### src/sv/cma_pkg.sv
`timescale 1ns / 1ps
// ----------------------------------------------------------------------------
// cma_pkg - shared types and constants of the centered moving average
// Holds the configuration word width and the divider status bundle.
// ----------------------------------------------------------------------------
package cma_pkg;

  // Width of the radius configuration word
  localparam int CFG_W = 5;

  // Status of the iterative divider as seen by the controller
  typedef struct packed {
    logic busy;   // iteration in progress
    logic done;   // one-cycle pulse, quotient valid
  } div_stat_t;

endpackage

### src/sv/cma_if.sv
`timescale 1ns / 1ps
// ----------------------------------------------------------------------------
// cma_if - channel interfaces of the centered moving average
// Sample input, result output and radius configuration channels.
// ----------------------------------------------------------------------------

// Input sample channel
interface cma_in_if #(
  parameter int SAMPLE_BITS = 16
);
  logic                   valid;
  logic                   ready;
  logic [SAMPLE_BITS-1:0] sample;
  logic                   is_last;

  modport source (output valid, output sample, output is_last, input ready);
  modport sink   (input valid, input sample, input is_last, output ready);
endinterface

// Result channel
interface cma_out_if #(
  parameter int SAMPLE_BITS = 16
);
  logic                      valid;
  logic                      ready;
  logic signed [SAMPLE_BITS:0] average;
  logic                      is_final;

  modport source (output valid, output average, output is_final, input ready);
  modport sink   (input valid, input average, input is_final, output ready);
endinterface

// Radius configuration channel
interface cma_cfg_if;
  logic                       valid;
  logic                       ready;
  logic [cma_pkg::CFG_W-1:0]  radius;

  modport source (output valid, output radius, input ready);
  modport sink   (input valid, input radius, output ready);
endinterface

### src/sv/cma_cell.sv
`timescale 1ns / 1ps
// ----------------------------------------------------------------------------
// cma_cell - one stage of the sample delay chain
// Loads the new sample when it is the window tail, else its upper neighbor.
// ----------------------------------------------------------------------------
module cma_cell #(
  parameter int IDX   = 0,
  parameter int W     = 16,
  parameter int IDX_W = 7
) (
  input  logic             clk,
  input  logic             shift,
  input  logic [IDX_W-1:0] tail_idx,
  input  logic [W-1:0]     sample,
  input  logic [W-1:0]     nbr_data,
  output logic [W-1:0]     data
);

  logic [W-1:0] data_r;
  logic [W-1:0] data_nxt;
  logic         is_tail;

  // this cell is where new samples enter the window
  assign is_tail = (tail_idx == IDX_W'(IDX));

  always_comb begin
    data_nxt = data_r;
    if (shift) begin
      data_nxt = is_tail ? sample : nbr_data;
    end
  end

  always_ff @(posedge clk) begin
    data_r <= data_nxt;
  end

  assign data = data_r;

endmodule

### src/sv/cma_divider.sv
`timescale 1ns / 1ps
// ----------------------------------------------------------------------------
// cma_divider - restoring divider, one quotient bit per cycle
// Divides the window sum by the window size.
// ----------------------------------------------------------------------------
module cma_divider #(
  parameter int DVD_W = 22,
  parameter int DIV_W = 7,
  parameter int Q_W   = 16
) (
  input  logic             clk,
  input  logic             rst_n,
  input  logic             start,
  input  logic [DVD_W-1:0] dividend,
  input  logic [DIV_W-1:0] divisor,
  output cma_pkg::div_stat_t stat,
  output logic [Q_W-1:0]   quotient
);
  import cma_pkg::*;

  localparam int CNT_W = $clog2(DVD_W + 1);

  logic [DIV_W-1:0] rem_r, rem_nxt;
  logic [DVD_W-1:0] quo_r, quo_nxt;
  logic [DIV_W-1:0] dsr_r, dsr_nxt;
  logic [CNT_W-1:0] cnt_r, cnt_nxt;
  logic             busy_r, busy_nxt;
  logic             done_r, done_nxt;
  logic [DIV_W:0]   rem_sh;
  logic [DIV_W:0]   diff;
  logic             ge;

  // one restoring step
  assign rem_sh = {rem_r, quo_r[DVD_W-1]};
  assign diff   = rem_sh - {1'b0, dsr_r};
  assign ge     = (rem_sh >= {1'b0, dsr_r});

  always_comb begin
    rem_nxt  = rem_r;
    quo_nxt  = quo_r;
    dsr_nxt  = dsr_r;
    cnt_nxt  = cnt_r;
    busy_nxt = busy_r;
    done_nxt = 1'b0;
    if (start) begin
      rem_nxt  = '0;
      quo_nxt  = dividend;
      dsr_nxt  = divisor;
      cnt_nxt  = CNT_W'(DVD_W);
      busy_nxt = 1'b1;
    end else if (busy_r) begin
      rem_nxt = ge ? diff[DIV_W-1:0] : rem_sh[DIV_W-1:0];
      quo_nxt = {quo_r[DVD_W-2:0], ge};
      cnt_nxt = cnt_r - 1'b1;
      if (cnt_r == CNT_W'(1)) begin
        busy_nxt = 1'b0;
        done_nxt = 1'b1;
      end
    end
  end

  // control state
  always_ff @(posedge clk) begin
    if (!rst_n) begin
      busy_r <= 1'b0;
      done_r <= 1'b0;
      cnt_r  <= '0;
    end else begin
      busy_r <= busy_nxt;
      done_r <= done_nxt;
      cnt_r  <= cnt_nxt;
    end
  end

  // datapath
  always_ff @(posedge clk) begin
    rem_r <= rem_nxt;
    quo_r <= quo_nxt;
    dsr_r <= dsr_nxt;
  end

  assign stat.busy = busy_r;
  assign stat.done = done_r;
  assign quotient  = quo_r[Q_W-1:0];

endmodule

### src/sv/centered_moving_average.sv
`timescale 1ns / 1ps
// ----------------------------------------------------------------------------
// centered_moving_average - centered moving average over a sample stream
// Delay chain of cells, running window sum, serial divider, result sequencer.
// ----------------------------------------------------------------------------
//  channel  | dir | payload                          | transaction
//  in_ch    | in  | sample, is_last                  | valid & ready
//  out_ch   | out | average (signed), is_final       | valid & ready
//  cfg_ch   | in  | radius (saturated to MAX_RADIUS) | valid & ready
//
//  A sample whose window is full passes through the bit-serial divider
//  before its result is ready; other samples skip the divider. Each result
//  passes through the output register, and a last sample adds up to
//  radius trailing results.
//  No clearing pass after reset; a radius write restarts the stream.
//  A stalled output only holds the sequencer; input is taken in idle only.
// ----------------------------------------------------------------------------
module centered_moving_average #(
  parameter int MAX_RADIUS  = 31,
  parameter int SAMPLE_BITS = 16
) (
  input  logic clk,
  input  logic rst_n,
  cma_in_if.sink    in_ch,
  cma_out_if.source out_ch,
  cma_cfg_if.sink   cfg_ch
);
  import cma_pkg::*;

  localparam int HIST_DEPTH = 2 * MAX_RADIUS + 1;
  localparam int RAD_W      = $clog2(MAX_RADIUS + 1);
  localparam int WIN_W      = RAD_W + 1;
  localparam int SUM_W      = SAMPLE_BITS + $clog2(HIST_DEPTH);
  localparam int AVG_W      = SAMPLE_BITS + 1;

  localparam logic [1:0] S_IDLE = 2'd0;
  localparam logic [1:0] S_DIV  = 2'd1;
  localparam logic [1:0] S_EMIT = 2'd2;

  logic [1:0]             state_r, state_nxt;
  logic [RAD_W-1:0]       radius_r, radius_nxt;
  logic [WIN_W-1:0]       seen_r, seen_nxt;
  logic [SUM_W-1:0]       sum_r, sum_nxt;
  logic                   last_r, last_nxt;
  logic                   pend_r, pend_nxt;
  logic [RAD_W-1:0]       trail_r, trail_nxt;
  logic [AVG_W-1:0]       avg_r, avg_nxt;
  logic                   out_valid_r, out_valid_nxt;
  logic [AVG_W-1:0]       out_avg_r, out_avg_nxt;
  logic                   out_fin_r, out_fin_nxt;

  logic                   in_acc;
  logic                   slot_free;
  logic [WIN_W-1:0]       win;
  logic [WIN_W-1:0]       tail_idx;
  logic [WIN_W-1:0]       count;
  logic                   regular;
  logic                   full;
  logic [RAD_W-1:0]       remaining;
  logic [SAMPLE_BITS-1:0] drop;
  logic [SUM_W-1:0]       sum_acc;
  logic [31:0]            cfg_ext;
  logic [RAD_W-1:0]       cfg_sat;
  logic                   div_start;
  div_stat_t              div_stat;
  logic [SAMPLE_BITS-1:0] quotient;
  logic [SAMPLE_BITS-1:0] cell_q [HIST_DEPTH];

  // handshakes
  assign in_ch.ready  = (state_r == S_IDLE);
  assign in_acc       = in_ch.valid && in_ch.ready;
  assign cfg_ch.ready = 1'b1;
  assign slot_free    = !out_valid_r || out_ch.ready;

  // window geometry
  assign win      = {radius_r, 1'b1};
  assign tail_idx = {radius_r, 1'b0};

  // delay chain: cell 0 holds the oldest sample of the window
  for (genvar i = 0; i < HIST_DEPTH; i++) begin : g_cell
    logic [SAMPLE_BITS-1:0] nbr;
    if (i == HIST_DEPTH - 1) begin : g_top
      assign nbr = '0;
    end else begin : g_mid
      assign nbr = cell_q[i+1];
    end
    cma_cell #(
      .IDX   (i),
      .W     (SAMPLE_BITS),
      .IDX_W (WIN_W)
    ) u_cell (
      .clk      (clk),
      .shift    (in_acc),
      .tail_idx (tail_idx),
      .sample   (in_ch.sample),
      .nbr_data (nbr),
      .data     (cell_q[i])
    );
  end

  // running sum and position bookkeeping
  assign drop      = (seen_r >= win) ? cell_q[0] : '0;
  assign sum_acc   = sum_r - SUM_W'(drop) + SUM_W'(in_ch.sample);
  assign count     = (seen_r < win) ? seen_r + 1'b1 : seen_r;
  assign regular   = (count >= ({1'b0, radius_r} + 1'b1));
  assign full      = (count >= win);
  assign remaining = regular ? radius_r : count[RAD_W-1:0];
  assign div_start = in_acc && regular && full;

  // radius saturation
  assign cfg_ext = 32'(cfg_ch.radius);
  assign cfg_sat = (cfg_ext > 32'(MAX_RADIUS)) ? RAD_W'(MAX_RADIUS) : cfg_ext[RAD_W-1:0];

  cma_divider #(
    .DVD_W (SUM_W),
    .DIV_W (WIN_W),
    .Q_W   (SAMPLE_BITS)
  ) u_div (
    .clk      (clk),
    .rst_n    (rst_n),
    .start    (div_start),
    .dividend (sum_acc),
    .divisor  (win),
    .stat     (div_stat),
    .quotient (quotient)
  );

  // controller and result sequencer
  always_comb begin
    state_nxt     = state_r;
    radius_nxt    = radius_r;
    seen_nxt      = seen_r;
    sum_nxt       = sum_r;
    last_nxt      = last_r;
    pend_nxt      = pend_r;
    trail_nxt     = trail_r;
    avg_nxt       = avg_r;
    out_valid_nxt = out_valid_r;
    out_avg_nxt   = out_avg_r;
    out_fin_nxt   = out_fin_r;

    if (out_valid_r && out_ch.ready) begin
      out_valid_nxt = 1'b0;
    end

    unique case (state_r)
      S_IDLE: begin
        if (in_acc) begin
          sum_nxt   = in_ch.is_last ? '0 : sum_acc;
          seen_nxt  = in_ch.is_last ? '0 : count;
          last_nxt  = in_ch.is_last;
          pend_nxt  = regular;
          trail_nxt = in_ch.is_last ? remaining : '0;
          avg_nxt   = '1;
          if (regular && full) begin
            state_nxt = S_DIV;
          end else if (regular || (in_ch.is_last && remaining != '0)) begin
            state_nxt = S_EMIT;
          end
        end
      end
      S_DIV: begin
        if (div_stat.done) begin
          avg_nxt   = {1'b0, quotient};
          state_nxt = S_EMIT;
        end
      end
      S_EMIT: begin
        if (slot_free) begin
          out_valid_nxt = 1'b1;
          if (pend_r) begin
            out_avg_nxt = avg_r;
            out_fin_nxt = last_r && (trail_r == '0);
            pend_nxt    = 1'b0;
            if (trail_r == '0) begin
              state_nxt = S_IDLE;
            end
          end else begin
            out_avg_nxt = '1;
            out_fin_nxt = (trail_r == RAD_W'(1));
            trail_nxt   = trail_r - 1'b1;
            if (trail_r == RAD_W'(1)) begin
              state_nxt = S_IDLE;
            end
          end
        end
      end
      default: begin
        state_nxt = S_IDLE;
      end
    endcase

    // radius write restarts the stream
    if (cfg_ch.valid) begin
      radius_nxt = cfg_sat;
      seen_nxt   = '0;
      sum_nxt    = '0;
    end
  end

  // control state
  always_ff @(posedge clk) begin
    if (!rst_n) begin
      state_r     <= S_IDLE;
      radius_r    <= RAD_W'(1);
      seen_r      <= '0;
      sum_r       <= '0;
      last_r      <= 1'b0;
      pend_r      <= 1'b0;
      trail_r     <= '0;
      out_valid_r <= 1'b0;
    end else begin
      state_r     <= state_nxt;
      radius_r    <= radius_nxt;
      seen_r      <= seen_nxt;
      sum_r       <= sum_nxt;
      last_r      <= last_nxt;
      pend_r      <= pend_nxt;
      trail_r     <= trail_nxt;
      out_valid_r <= out_valid_nxt;
    end
  end

  // payload
  always_ff @(posedge clk) begin
    avg_r     <= avg_nxt;
    out_avg_r <= out_avg_nxt;
    out_fin_r <= out_fin_nxt;
  end

  assign out_ch.valid    = out_valid_r;
  assign out_ch.average  = out_avg_r;
  assign out_ch.is_final = out_fin_r;

  // fill count never passes the window size
  a_seen_bound: assert property (@(posedge clk) disable iff (!rst_n)
    seen_r <= win)
    else $error("samples seen beyond window size");

  // divider runs only while the controller waits on it
  a_div_idle: assert property (@(posedge clk) disable iff (!rst_n)
    (state_r == S_IDLE) |-> !div_stat.busy)
    else $error("divider busy while idle");

  a_div_done: assert property (@(posedge clk) disable iff (!rst_n)
    div_stat.done |-> (state_r == S_DIV))
    else $error("quotient ready outside divide state");

  // end of stream clears the stream state
  a_stream_clear: assert property (@(posedge clk) disable iff (!rst_n)
    (in_acc && in_ch.is_last) |=> (sum_r == '0) && (seen_r == '0))
    else $error("stream state not cleared after last sample");

endmodule
### src/flat_wrapper.sv
// flat-port wrapper written by rule: the top's interface ports become plain ports
module centered_moving_average_flat import cma_pkg::*;
#(
  parameter int MAX_RADIUS  = 31,
  parameter int SAMPLE_BITS = 16
)
  (clk, rst_n, in_ch_valid, in_ch_sample, in_ch_is_last, in_ch_ready, out_ch_valid, out_ch_average, out_ch_is_final, out_ch_ready, cfg_ch_valid, cfg_ch_radius, cfg_ch_ready);
  cma_in_if #(.SAMPLE_BITS(SAMPLE_BITS)) in_ch_i ();
  cma_out_if #(.SAMPLE_BITS(SAMPLE_BITS)) out_ch_i ();
  cma_cfg_if cfg_ch_i ();
  input  logic clk;
  input  logic rst_n;
  input wire logic [$bits(in_ch_i.valid)-1:0] in_ch_valid;
  input wire logic [$bits(in_ch_i.sample)-1:0] in_ch_sample;
  input wire logic [$bits(in_ch_i.is_last)-1:0] in_ch_is_last;
  output wire logic [$bits(in_ch_i.ready)-1:0] in_ch_ready;
  output wire logic [$bits(out_ch_i.valid)-1:0] out_ch_valid;
  output wire logic [$bits(out_ch_i.average)-1:0] out_ch_average;
  output wire logic [$bits(out_ch_i.is_final)-1:0] out_ch_is_final;
  input wire logic [$bits(out_ch_i.ready)-1:0] out_ch_ready;
  input wire logic [$bits(cfg_ch_i.valid)-1:0] cfg_ch_valid;
  input wire logic [$bits(cfg_ch_i.radius)-1:0] cfg_ch_radius;
  output wire logic [$bits(cfg_ch_i.ready)-1:0] cfg_ch_ready;
  assign in_ch_i.valid = in_ch_valid;
  assign in_ch_i.sample = in_ch_sample;
  assign in_ch_i.is_last = in_ch_is_last;
  assign in_ch_ready = in_ch_i.ready;
  assign out_ch_valid = out_ch_i.valid;
  assign out_ch_average = out_ch_i.average;
  assign out_ch_is_final = out_ch_i.is_final;
  assign out_ch_i.ready = out_ch_ready;
  assign cfg_ch_i.valid = cfg_ch_valid;
  assign cfg_ch_i.radius = cfg_ch_radius;
  assign cfg_ch_ready = cfg_ch_i.ready;
  centered_moving_average #(.MAX_RADIUS(MAX_RADIUS), .SAMPLE_BITS(SAMPLE_BITS)) u_core (.clk(clk), .rst_n(rst_n), .in_ch(in_ch_i), .out_ch(out_ch_i), .cfg_ch(cfg_ch_i));
endmodule
### config.mk
export PLATFORM = sky130hd
export DESIGN_NAME = centered_moving_average_flat
export DESIGN_NICKNAME = d
export VERILOG_FILES = /design/src/sv/cma_pkg.sv /design/src/sv/cma_if.sv /design/src/sv/cma_cell.sv /design/src/sv/cma_divider.sv /design/src/sv/centered_moving_average.sv /design/src/flat_wrapper.sv
export SDC_FILE = /design/constraint.sdc
export NUM_CORES = 1
export LEC_CHECK = 0
export BUFFER_PORTS_ARGS = -buffer_cell sky130_fd_sc_hd__buf_4
export CAP_MARGIN = 0
export CELL_PAD_IN_SITES_DETAIL_PLACEMENT = 1
export CELL_PAD_IN_SITES_GLOBAL_PLACEMENT = 2
export CORE_UTILIZATION = 45
export CTS_BUF_LIST = sky130_fd_sc_hd__clkbuf_4 sky130_fd_sc_hd__clkbuf_8 sky130_fd_sc_hd__clkbuf_16
export DETAILED_ROUTE_END_ITERATION = 6
export PLACE_DENSITY = 0.76
export REMOVE_ABC_BUFFERS = 1
export SLEW_MARGIN = 20
export SYNTH_ARGS = -nofsm -noshare
export SYNTH_HDL_FRONTEND = slang
export SYNTH_HIERARCHICAL = 1
export SYNTH_SLANG_ARGS = --single-unit
### constraint.sdc
create_clock -name clk -period 101.1 [get_ports clk]
set_input_delay 20.22 -clock clk [delete_from_list [all_inputs] [get_ports clk]]
set_output_delay 20.22 -clock clk [all_outputs]
set_load 0.01 [all_outputs]
# Word level (Yosys, flattened, before mapping)
# Index checks and enable logic that the tools add are counted.
# word_totals
register_bits	1126
in_bits	27
out_inout_bits	21
wordCells	234
# op_classes
n_addsub	7
magnitude_cmp	6
n_eq_ne	42
muxes	70
bitwise_logic	2
n_reduce_logical	26
# op_table
operator	n
16-bit two-way mux	32
5-bit equality test, second input constant	16
22-bit two-way mux	3
5-bit by 4-bit equality test with 1-bit output, second input constant	8
5-bit two-way mux	8
17-bit two-way mux	2
17-bit case mux with 2 select lines	1
22-bit by 16-bit adder with 22-bit output	1
22-bit by 16-bit subtractor with 22-bit output	1
5-bit by 3-bit equality test with 1-bit output, second input constant	4
6-bit greater-or-equal comparator	3
6-bit two-way mux	3
2-bit two-way mux	8
5-bit by 1-bit equality test with 1-bit output, second input constant	3
5-bit by 2-bit equality test with 1-bit output, second input constant	2
1-bit two-way mux	10
5-bit case mux with 2 select lines	1
5-bit by 1-bit subtractor with 5-bit output, second input constant	2
7-bit by 6-bit greater-or-equal comparator with 1-bit output	1
1-bit logical AND	7
5-bit by 1-bit adder with 6-bit output, second input constant	1
6-bit by 1-bit adder with 6-bit output, second input constant	1
6-bit logical NOT	1
6-bit < comparator	1
other kinds (23)	33

# Depth between registers and ports, before layout
# depth
depth_word	11
ltp_mapped	19
ltp_nobuf	17

# Hierarchy
# The synthesis kept the hierarchy.
# modules_own_cells
module	n_inst	cells_each	area_per_inst_um2	seq_area_each_um2
cma_cell at u_core.g_cell[10].u_cell ...	12	35	753.2	480.5
cma_cell at u_core.g_cell[21].u_cell ...	8	35	742.0	480.5
cma_cell at u_core.g_cell[23].u_cell ...	8	35	714.4	480.5
centered_moving_average	1	606	5471.5	1911.8
cma_cell at u_core.g_cell[11].u_cell ...	6	35	711.9	480.5
cma_cell at u_core.g_cell[53].u_cell ...	4	36	745.7	480.5
cma_cell at u_core.g_cell[19].u_cell ...	4	36	744.5	480.5
cma_cell at u_core.g_cell[16].u_cell ...	4	35	733.2	480.5
cma_cell at u_core.g_cell[31].u_cell ...	4	35	703.2	480.5
cma_divider	1	176	2144.6	1101.1
cma_cell at u_core.g_cell[61].u_cell ...	2	36	765.7	480.5
cma_cell at u_core.g_cell[28].u_cell ...	2	35	750.7	480.5
cma_cell at u_core.g_cell[1].u_cell ...	2	36	748.2	480.5
cma_cell at u_core.g_cell[15].u_cell ...	2	35	747.0	480.5
+5 rows	--	--	--	--

# Worst setup path after synthesis
# No wires, ideal clock.
# synth_path
path_type	input to register
startpoint	input in_ch_valid
endpoint	register u_core.g_cell[0].u_cell.data_r[0], enable pin
setup_ns	7.786
t_arrival_ns	38.519
required_time_ns	93.314
setup_slack_ns	54.795
stages	2
n_path_buf	0
path_cell_list	nand2_1 > clkinv_1
# synth_via
elab_chain_len	1
# synth_rtl
item	line_no	text
from (decl)	flat_wrapper.sv:13	input wire logic [$bits(in_ch_i.valid)-1:0] in_ch_valid;
1-bit logical AND	centered_moving_average.sv:71	assign in_acc = in_ch.valid && in_ch.ready;
via u_core.in_acc	centered_moving_average.sv:52	logic in_acc;
to (signal assigned)	cma_cell.sv:34	data_r <= data_nxt;
to (decl)	cma_cell.sv:19	logic [W-1:0] data_r;
# The timed path passes the listed nets, and every way through them passes these cells.
# A chain may end at the register's enable or synchronous reset.

# Final worst setup path
# layout_path
startpoint	input in_ch_valid
endpoint	register u_core.g_cell[45].u_cell.data_r[8], enable pin
# layout_via
elab_chain_len	1
# layout_rtl
item	line_no
1-bit logical AND	centered_moving_average.sv:71
via u_core.in_acc	centered_moving_average.sv:52
to (signal assigned)	cma_cell.sv:34
to (decl)	cma_cell.sv:19
# The timed path passes the listed nets, and every way through them passes these cells.

==> impl_metrics.json <==
{
  "placedCellCount": 4645,
  "grt_first_pass_wirelength_mm": 179,
  "ir_drop_v": 0.0000208,
  "r2r_cells": 15,
  "p_per_area_nw_per_um2": 19.2,
  "vias": 26600,
  "rows": 126,
  "final-setup-viol-count": 0,
  "die_area_um2": 121000,
  "p_leak_nw": 22.6,
  "hold_buffers": 0,
  "start_util": 0.456,
  "numPortBuffers": 46,
  "relSlewSlack": 0.200,
  "drive_gt1_frac": 0.440,
  "grt_max_degree": 192,
  "cts-resized-gates": 0,
  "die_w_um": 348,
  "core-area_um2": 118000,
  "total_power_mw": 1.15,
  "fill_cells": 10900,
  "use_met3": 0.0271,
  "fin_cells": 4871,
  "rsz0062_at_grt": "false",
  "clockBufferDepth": 3,
  "cp-start-kind": "input port",
  "grtUsageMet1": 0.275,
  "fmax_mhz": 41.9,
  "cts_setup_buffers": 0,
  "n_antenna_cell": 0,
  "r2r_slack_ns": 95.06,
  "skew_ns": 0.0308,
  "grt_busiest_layer": "met2",
  "grt_use_met2": 0.304,
  "fin_setup_tns_ns": 0,
  "worstPathMaxFanout": 97,
  "gp_congestion": 0.804,
  "worstPathCellList": "buf_4 > nand2_1 > buf_4 > inv_8 > buf_4 > buf_4 > buf_4",
  "h-tree-depth": 3,
  "r2r_end": "u_core/u_div/quo_r[16]",
  "final_core_util": 0.503,
  "syn2layout_area_growth_pct": 10.4,
  "crit_path_max_incr_delay_ns": 0.94,
  "tritoncts": "done",
  "worst_path_most_repeated_cell": "buf_4",
  "crit_type": "input port to register",
  "grt_pass1_vias": 28900,
  "cts.sinks": 1127,
  "synthCells": 3002,
  "groute.usage.overall": 0.191,
  "hp-class": "register to register",
  "place_hpwl_mm": 65.2,
  "clock_latency_ns": 0.70,
  "routed_wl_mm": 116,
  "status": "completed",
  "fp.dieH_um": 348,
  "ys_warn_count": 6,
  "root_buffer": "clkbuf_16",
  "r2r-start": "u_core/radius_r[3]",
  "netlist_area_um2": 53900,
  "crit_path_end_kind": "register",
  "critPathTopFamily": "buffers and inverters",
  "crit_slowest_cell": "buf_4",
  "cts_buffers": 119,
  "max_cap_violations": 0,
  "required_ns": 101.41,
  "ant_nets": 0,
  "critical_path_arrival_ns": 24.21,
  "num-nets-final": 3263,
  "io_pins": 48,
  "grt.overflow.total": 0,
  "via_per_inst": 5.46,
  "hold_end": "u_core/sum_r[2]",
  "layout_common_cells": "edfxtp_1, mux2_2, mux2_4",
  "hold_viol": 0,
  "max_slew.worst_pin.slew_ns": 1.20,
  "wire_per_inst_um": 23.8,
  "min_path_cells": 2,
  "path_buf_inv": 6,
  "antenna_found_initial": 3,
  "hp-start": "u_core/sum_r[2]",
  "drtPass1Iterations": 5,
  "layout_commonest_cell": "edfxtp_1",
  "period_share": 0.236,
  "finalCriticalPeriod_ns": 23.89,
  "synth.avg_cell_area_um2": 18.0,
  "maxSlewViolCount": 0,
  "drtIter0Drc": 2172,
  "drc": 0,
  "path_clk_slew_ns": 0.06
}
==> report_power, final <==
part / internal, mW / switching [mW]
clock: 0.245 / 0.184
combinational: 0.0584 / 0.0690
sequential: 0.572 / 0.0168
total: 0.876 / 0.269
==> metal layers <==
layer | wire length [µm] | up-vias
met2 | 54100 | 482
met5 | 7 | -
met4 | 2350 | 2
met3 | 4610 | 149
met1 | 54600 | 14100
li1 | - | 11900
==> layout make-up <==
cell class,instances,area [µm²],share of cell area
well taps,1600,2000,0.0336
inverters,97,372,0.00624
clock buffers,150,3290,0.0552
multi-input cells,1739,19400,0.326
repair buffers,83,664,0.0112
clock inverters,75,543,0.00912
flip-flops and latches,1127,33300,0.559
==> through the flow <==
step | hold WS, ns | cell area [µm²] | setup slack [ns]
after floorplan | 0.432 | 53000 | 52.95
after global placement | 0.448 | 55700 | 76.65
after detailed placement | 0.459 | 55700 | 76.53
after CTS | 0.469 | 59500 | 77.27
after global routing | 0.478 | 59600 | 76.93
final | 0.464 | 59600 | 77.21
==> flip-flops by register name, summed over array words and instances, names as in the netlist, 2 cells and up <==
signal / count
u_core/avg_r: 17
u_core/g_cell.u_cell/data: 1008
u_core/out_ch.average: 17
u_core/radius_r: 5
u_core/seen_r: 6
u_core/state_r: 2
u_core/sum_r: 22
u_core/trail_r: 5
u_core/u_div/cnt_r: 5
u_core/u_div/dsr_r: 6
u_core/u_div/quo_r: 22
u_core/u_div/rem_r: 6
==> worst register-to-register path, stage by stage (launching register included) <==
cell      delay, ns
dfxtp_4        0.81
inv_1          0.31
ha_1           0.35
o21ai_0        0.18
nand2b_1       0.42
nand2_1        0.33
nand4_1        0.20
xnor2_1        0.51
ha_1           0.23
nand4_1        0.10
o31ai_1        0.44
a21oi_1        0.20
nor2_4         0.36
buf_12         0.25
inv_1          0.16
nand2_1        0.80
==> worst max-delay path by stage <==
stage                                                   end   startpoint  slack (ns)  cells past startpoint
after CTS                 u_core/g_cell[46].u_cell/data[12]  in_ch_valid       77.27                      7
after floorplan                            u_core/sum_r[21]  in_ch_valid       52.95                      6
final                      u_core/g_cell[45].u_cell/data[8]  in_ch_valid       77.21                      7
after global routing      u_core/g_cell[44].u_cell/data[14]  in_ch_valid       76.93                      7
after detailed placement   u_core/g_cell[43].u_cell/data[0]  in_ch_valid       76.53                      7
after global placement    u_core/g_cell[43].u_cell/data[10]  in_ch_valid       76.65                      7
No activity file was read; power rests on OpenSTA's default activity.
